===== config.mk =====
export PLATFORM = sky130hd
export DESIGN_NAME = mrrc_frame_gen
export DESIGN_NICKNAME = d
export VERILOG_FILES = /design/src/hw/rtl/mrrc_pkg.sv /design/src/hw/rtl/mrrc_frame_gen.sv
export SDC_FILE = /design/constraint.sdc
export NUM_CORES = 1
export LEC_CHECK = 0
export BUFFER_PORTS_ARGS = -buffer_cell sky130_fd_sc_hd__buf_2
export CAP_MARGIN = 20
export CORE_UTILIZATION = 60
export CTS_CLUSTER_SIZE = 20
export DETAILED_ROUTE_END_ITERATION = 7
export GPL_ROUTABILITY_DRIVEN = 0
export HOLD_SLACK_MARGIN = 0.1
export PLACE_DENSITY_LB_ADDON = 0.15
export RECOVER_POWER = 50
export SYNTH_ARGS = -nofsm -noshare
export SYNTH_HDL_FRONTEND = slang
export SYNTH_SLANG_ARGS = --single-unit

===== constraint.sdc =====
create_clock -name clk_i -period 6.4 [get_ports clk_i]
set_clock_uncertainty 0.05 [all_clocks]
set_input_delay 0.64 -clock clk_i [delete_from_list [all_inputs] [get_ports clk_i]]
set_output_delay 0.64 -clock clk_i [all_outputs]
set_load 0.005 [all_outputs]

===== src/hw/rtl/mrrc_pkg.sv =====
// ----------------------------------------------------------------------------
// mrrc_pkg
// Shared types, codes and the byte-wide CRC-16 step for the Modbus RTU
// read-holding-register request/response checker.
// ----------------------------------------------------------------------------
package mrrc_pkg;

  typedef enum logic [1:0] {
    OP_START  = 2'd0,
    OP_RXBYTE = 2'd1,
    OP_RXEND  = 2'd2
  } op_e;

  typedef enum logic [1:0] {
    ST_OK      = 2'd0,
    ST_CRC_BAD = 2'd1,
    ST_SHORT   = 2'd2
  } status_e;

  localparam logic KIND_TX      = 1'b0;
  localparam logic KIND_VERDICT = 1'b1;

  localparam logic [15:0] CRC_INIT        = 16'hFFFF;
  localparam logic [15:0] CRC_POLY        = 16'hA001;
  localparam logic [7:0]  FN_READ_HOLDING = 8'h03;
  localparam logic [7:0]  QTY_HI          = 8'h00;
  localparam logic [7:0]  QTY_LO          = 8'h01;

  // frame byte positions
  localparam logic [2:0] POS_ID      = 3'd0;
  localparam logic [2:0] POS_FN      = 3'd1;
  localparam logic [2:0] POS_ADDR_HI = 3'd2;
  localparam logic [2:0] POS_ADDR_LO = 3'd3;
  localparam logic [2:0] POS_QTY_HI  = 3'd4;
  localparam logic [2:0] POS_QTY_LO  = 3'd5;
  localparam logic [2:0] POS_CRC_LO  = 3'd6;
  localparam logic [2:0] POS_CRC_HI  = 3'd7;

  // response byte count before the CRC bytes
  localparam logic [2:0] RX_CRC_LO_POS = 3'd5;

  typedef struct packed {
    logic       vld;
    logic [7:0] data;
    logic       last;
  } tx_t;

  typedef struct packed {
    logic start;
    logic rx_byte;
    logic rx_end;
  } rx_cmd_t;

  typedef struct packed {
    logic    vld;
    status_e status;
  } verdict_t;

  function automatic logic [15:0] crc_feed(input logic [15:0] crc, input logic [7:0] b);
    logic [15:0] c;
    c = crc ^ {8'h00, b};
    for (int i = 0; i < 8; i++) begin
      if (c[0]) begin
        c = (c >> 1) ^ CRC_POLY;
      end else begin
        c = c >> 1;
      end
    end
    return c;
  endfunction

endpackage


===== src/hw/rtl/mrrc_frame_gen.sv =====
// ----------------------------------------------------------------------------
// mrrc_frame_gen
// Emits the 8-byte read request frame, one byte per cycle while advance_i is high,
// folding the CRC over the first six bytes as they go out.
// ----------------------------------------------------------------------------
module mrrc_frame_gen (
  input  logic                clk_i,
  input  logic                rst_ni,
  input  logic                start_i,
  input  logic [7:0]          id_i,
  input  logic [15:0]         addr_i,
  input  logic                advance_i,
  output logic                busy_o,
  output mrrc_pkg::tx_t       tx_o
);
  import mrrc_pkg::*;

  logic        busy_q, busy_d;
  logic [2:0]  idx_q, idx_d;
  logic [7:0]  id_q, id_d;
  logic [15:0] addr_q, addr_d;
  logic [15:0] crc_q, crc_d;
  logic [7:0]  cur_byte;
  logic        emit;

  always_comb begin
    case (idx_q)
      POS_ID:      cur_byte = id_q;
      POS_FN:      cur_byte = FN_READ_HOLDING;
      POS_ADDR_HI: cur_byte = addr_q[15:8];
      POS_ADDR_LO: cur_byte = addr_q[7:0];
      POS_QTY_HI:  cur_byte = QTY_HI;
      POS_QTY_LO:  cur_byte = QTY_LO;
      POS_CRC_LO:  cur_byte = crc_q[7:0];
      POS_CRC_HI:  cur_byte = crc_q[15:8];
      default:     cur_byte = 8'h00;
    endcase
  end

  assign emit = busy_q && advance_i;

  always_comb begin
    busy_d = busy_q;
    idx_d  = idx_q;
    id_d   = id_q;
    addr_d = addr_q;
    crc_d  = crc_q;
    if (start_i) begin
      busy_d = 1'b1;
      idx_d  = POS_ID;
      id_d   = id_i;
      addr_d = addr_i;
      crc_d  = CRC_INIT;
    end else if (emit) begin
      idx_d = idx_q + 3'd1;
      if (idx_q < POS_CRC_LO) begin
        crc_d = crc_feed(crc_q, cur_byte);
      end
      if (idx_q == POS_CRC_HI) begin
        busy_d = 1'b0;
      end
    end
  end

  always_ff @(posedge clk_i or negedge rst_ni) begin
    if (!rst_ni) begin
      busy_q <= 1'b0;
      idx_q  <= POS_ID;
    end else begin
      busy_q <= busy_d;
      idx_q  <= idx_d;
    end
  end

  always_ff @(posedge clk_i) begin
    id_q   <= id_d;
    addr_q <= addr_d;
    crc_q  <= crc_d;
  end

  assign busy_o    = busy_q;
  assign tx_o.vld  = emit;
  assign tx_o.data = cur_byte;
  assign tx_o.last = (idx_q == POS_CRC_HI);

endmodule


==> impl_summary.txt <==
----------------------------------------------------
[Logic synthesis]
  Library cells used by synthesis ... 50
  Yosys synthesis warning count ... 0
  Main combinational cell family by area after synthesis ... simple AND/OR/NAND/NOR gates
  Mean instance size in the synthesized netlist ... 11.62 um^2
  Mapped Area ... 2312 um^2
  Portion of the post-synthesis area used by sequential elements ... 0.4935
  Compound-cell area share of the yosys netlist ... 0.1504
  FF+latch count, synth ... 44
  Simple logic cell fraction of the synthesized area ... 0.1510
  Multiplexer share of the synthesized area ... 0.03409
  Post-synth net total ... 232
  Post-Synth Adder-Cell Area ... 0.02706
  Post-synthesis cell count ... 199
  Share of the synthesized netlist area taken by xor and xnor gates ... 0.1023

[Timing]
  Slew headroom ... -0.3114
  Hold slack ... 0.4427 ns
  Unrepaired setup endpoints after global routing ... no
  Slew Viols, Final ... 46
  Number of setup violations in the final report ... 0
  Minimum clock period ... 3.550 ns
  TNS Setup ... 0 ns
  F_max ... 281.7 MHz
  Ratio of final minimum period to clock period ... 0.5546
  Hold Fails Final Rpt ... 0
  Worst slew pin tran ... 1.967 ns

[Worst setup path]
  Startpoint Class ... flip-flop
  Critical path capture point ... crc_q[0]
  Worst setup path start ... idx_q[1]
  Kind of capture point of the worst setup path ... flip-flop
  Beginning of the worst register-to-register path ... idx_q[1]
  Class of the most critical setup path ... flip-flop to flip-flop
  Worst Reg2Reg Path Length in Cells ... 10
  Capturing point of the worst reg2reg path ... crc_q[0]
  Worst Path Required ... 6.54 ns
  Largest fanout of any net on the critical path ... 13
  Worst setup slack for register-to-register paths ... 2.85 ns
  Data arrival time of the critical path ... 3.69 ns

[Power]
  Leakage component of the power ... 1.040 nW
  Pwr Density ... 344.3 nW/um^2
  Worst vdd rail ir drop ... 0.0001810 V

[Global routing]
  Number of global-route vias before repair ... 1599
  Largest net degree at the start of global routing ... 46
  GRT Util Overall ... 0.2519
  Global-route wire length before repair ... 7.679 mm
  Antenna violations before repair ... 0
  Overflow left after global routing ... 0

[Run status]
  Violated checks ... capacitance limit, slew limit
  Status ... complete, but fails checks

[Clocking]
  Maximum root-to-sink buffer count ... 2
  Master cell of the clock root buffer ... sky130_fd_sc_hd__clkbuf_8
  Clock tree from TritonCTS ... done
  Clock latency on the worst-skew pair ... 0.29 ns
  Clock edge transition at the registers on the reported setup and hold paths ... 0.08 ns
  Sinks on the clock net ... 44
  H-tree lvl count ... 2
  TritonCTS buffer count ... 5
  Post-CTS Setup Bufs ... 0

[Floorplanning]
  Initial Util ... 0.6269
  Width of the die ... 64.08 um
  Top-level port count ... 39
  Area of the die ... 4106 um^2
  Floorplan core area ... 3689 um^2
  Std cell rows ... 22
  Overall die height ... 64.08 um

[Placed design]
  Half-perimeter wire length after detailed placement ... 3.455 mm
  Input/output buffers ... 38

[Routing]
  Vias per std cell ... 5.875
  Router iterations before antenna repair ... 5
  Number of violations reported at the end of detailed-routing iteration 0 ... 130
  WL/cell ... 16.85 um
  Vias post-DR ... 1645
  DRC violation count after routing ... 0
  Final routed wirelength across all metal layers ... 4.717 mm
  Antenna Violating Nets Remaining ... 0

[Final layout]
  Layout cell share with drive strength beyond 1 ... 0.2672
  Layout overhead on the synthesized area ... 12.45%
  Count of nets after finishing ... 264
  Most common library cell in the layout ignoring fill and taps ... sky130_fd_sc_hd__buf_2
  Leading cell types in the layout, fill and taps excluded ... sky130_fd_sc_hd__buf_2, sky130_fd_sc_hd__nand2_1, sky130_fd_sc_hd__edfxtp_1
  Antenna diodes ... 0

[Hold path]
  Kind of path behind the tightest hold check ... flip-flop to flip-flop

[Run]
  Max capacitance violation total ... 1

----------------------------------------------------
==> what timing repair did <==
item,in CTS,in global routing
hold endpoints to repair,0,4
gates resized for setup,0,0
hold buffers,0,1
==> flip-flops by register name (all words and copies together), names as in the netlist <==
name / count
crc_q: 16
idx_q: 3
addr_q: 16
busy_o: 1
id_q: 8
==> worst min-delay path by stage <==
stage                          from   endpoint  slack (ns)  cells after the start
final                        busy_o     busy_o        0.44                      1
after CTS                    rst_ni   idx_q[0]        0.10                      1
after floorplan              rst_ni     busy_o        0.29                      0
after global placement       rst_ni     busy_o        0.40                      1
after global routing      addr_i[1]  addr_q[1]        0.46                      1
after detailed placement     rst_ni     busy_o        0.41                      1
==> cell usage after synthesis, drive strengths merged <==
cell type	count	area, um^2
nand2	27	101.4
edfxtp	24	720.7
dfxtp	16	320.3
nor2	15	58.81
nand3b	12	90.09
xnor2	11	137.6
clkbuf	8	30.03
a211o	7	61.31
a22oi	7	52.55
a31oi	7	71.31
buf	7	55.05
ha	5	62.56
nor4	5	58.80
xor2	5	51.30
a21oi	4	20.02
a41oi	4	35.03
dfrtp	4	100.1
mux2i	4	56.30
a21o	3	22.52
inv	3	11.26
a211oi	2	15.01
a311oi	2	17.52
and2	2	12.52
mux2	2	22.52
nor3	2	10.01
o21ai	2	10.00
or3	2	17.52
a21boi	1	7.510
a22o	1	8.760
a41o	1	10.01
o21bai	1	7.510
o31a	1	8.760
xnor3	1	22.52
xor3	1	25.02
==> stage by stage <==
step | setup WS (ns) | cells | area (um^2) | power (mW) | utilization
3_5_place_dp | 2.891 | 271 | 2485 | 0.6938 | 0.6737
3_3_place_gp | 3.010 | 271 | 2485 | 0.6836 | 0.6737
2_1_floorplan | 3.313 | 199 | 2312 | 0.6309 | -
6_report | 2.850 | 280 | 2600 | 0.8952 | 0.7049
4_1_cts | 2.885 | 279 | 2592 | 0.8959 | 0.7028
5_1_grt | 2.649 | 280 | 2600 | 0.9384 | 0.7049
==> critical path, cell delays in order, from the launching register on <==
cell and delay (ns):
sky130_fd_sc_hd__dfrtp_1 0.62, sky130_fd_sc_hd__inv_1 0.17, sky130_fd_sc_hd__ha_1 0.34, sky130_fd_sc_hd__or3_4 0.47
sky130_fd_sc_hd__a31oi_1 0.22, sky130_fd_sc_hd__mux2i_1 0.37, sky130_fd_sc_hd__xnor2_2 0.18, sky130_fd_sc_hd__xnor3_1 0.47
sky130_fd_sc_hd__xnor2_2 0.16, sky130_fd_sc_hd__xor2_1 0.15, sky130_fd_sc_hd__o31a_1 0.24
==> layer usage <==
layer	GRT usage	routed length (um)	vias to the layer above	part of all wire
li1	-	-	789	-
met1	0.3160	2030	770	0.43
met2	0.4269	2311	78	0.49
met3	0.06071	320	8	0.068
met4	0.07955	55	0	0.012
met5	0	0	-	0
==> power by group <==
group	switching (mW)	internal [mW]	leakage, nW
clock network	0.0878	0.116	0.0552
logic	0.154	0.170	0.569
registers	0.0338	0.333	0.416
==> area by class of cell <==
type	count	area, um^2
Multi-Input combinational cell	137	1075
Sequential cell	44	1141
Clock inverter	2	35.03
Clock buffer	6	72.57
Inverter	3	11.26
Timing Repair Buffer	40	205.2
Tap cell	48	60.06
Fill cell	282	1089
==> kinds of logic after synthesis <==
kind of cell / Yosys count
simple gates: 65
fa+ha+maj: 5
xor+xnor: 18
flops: 44
mux: 6
buf+inv: 18
compound gates: 43
Note: power is estimated with default switching activity, not from simulation.
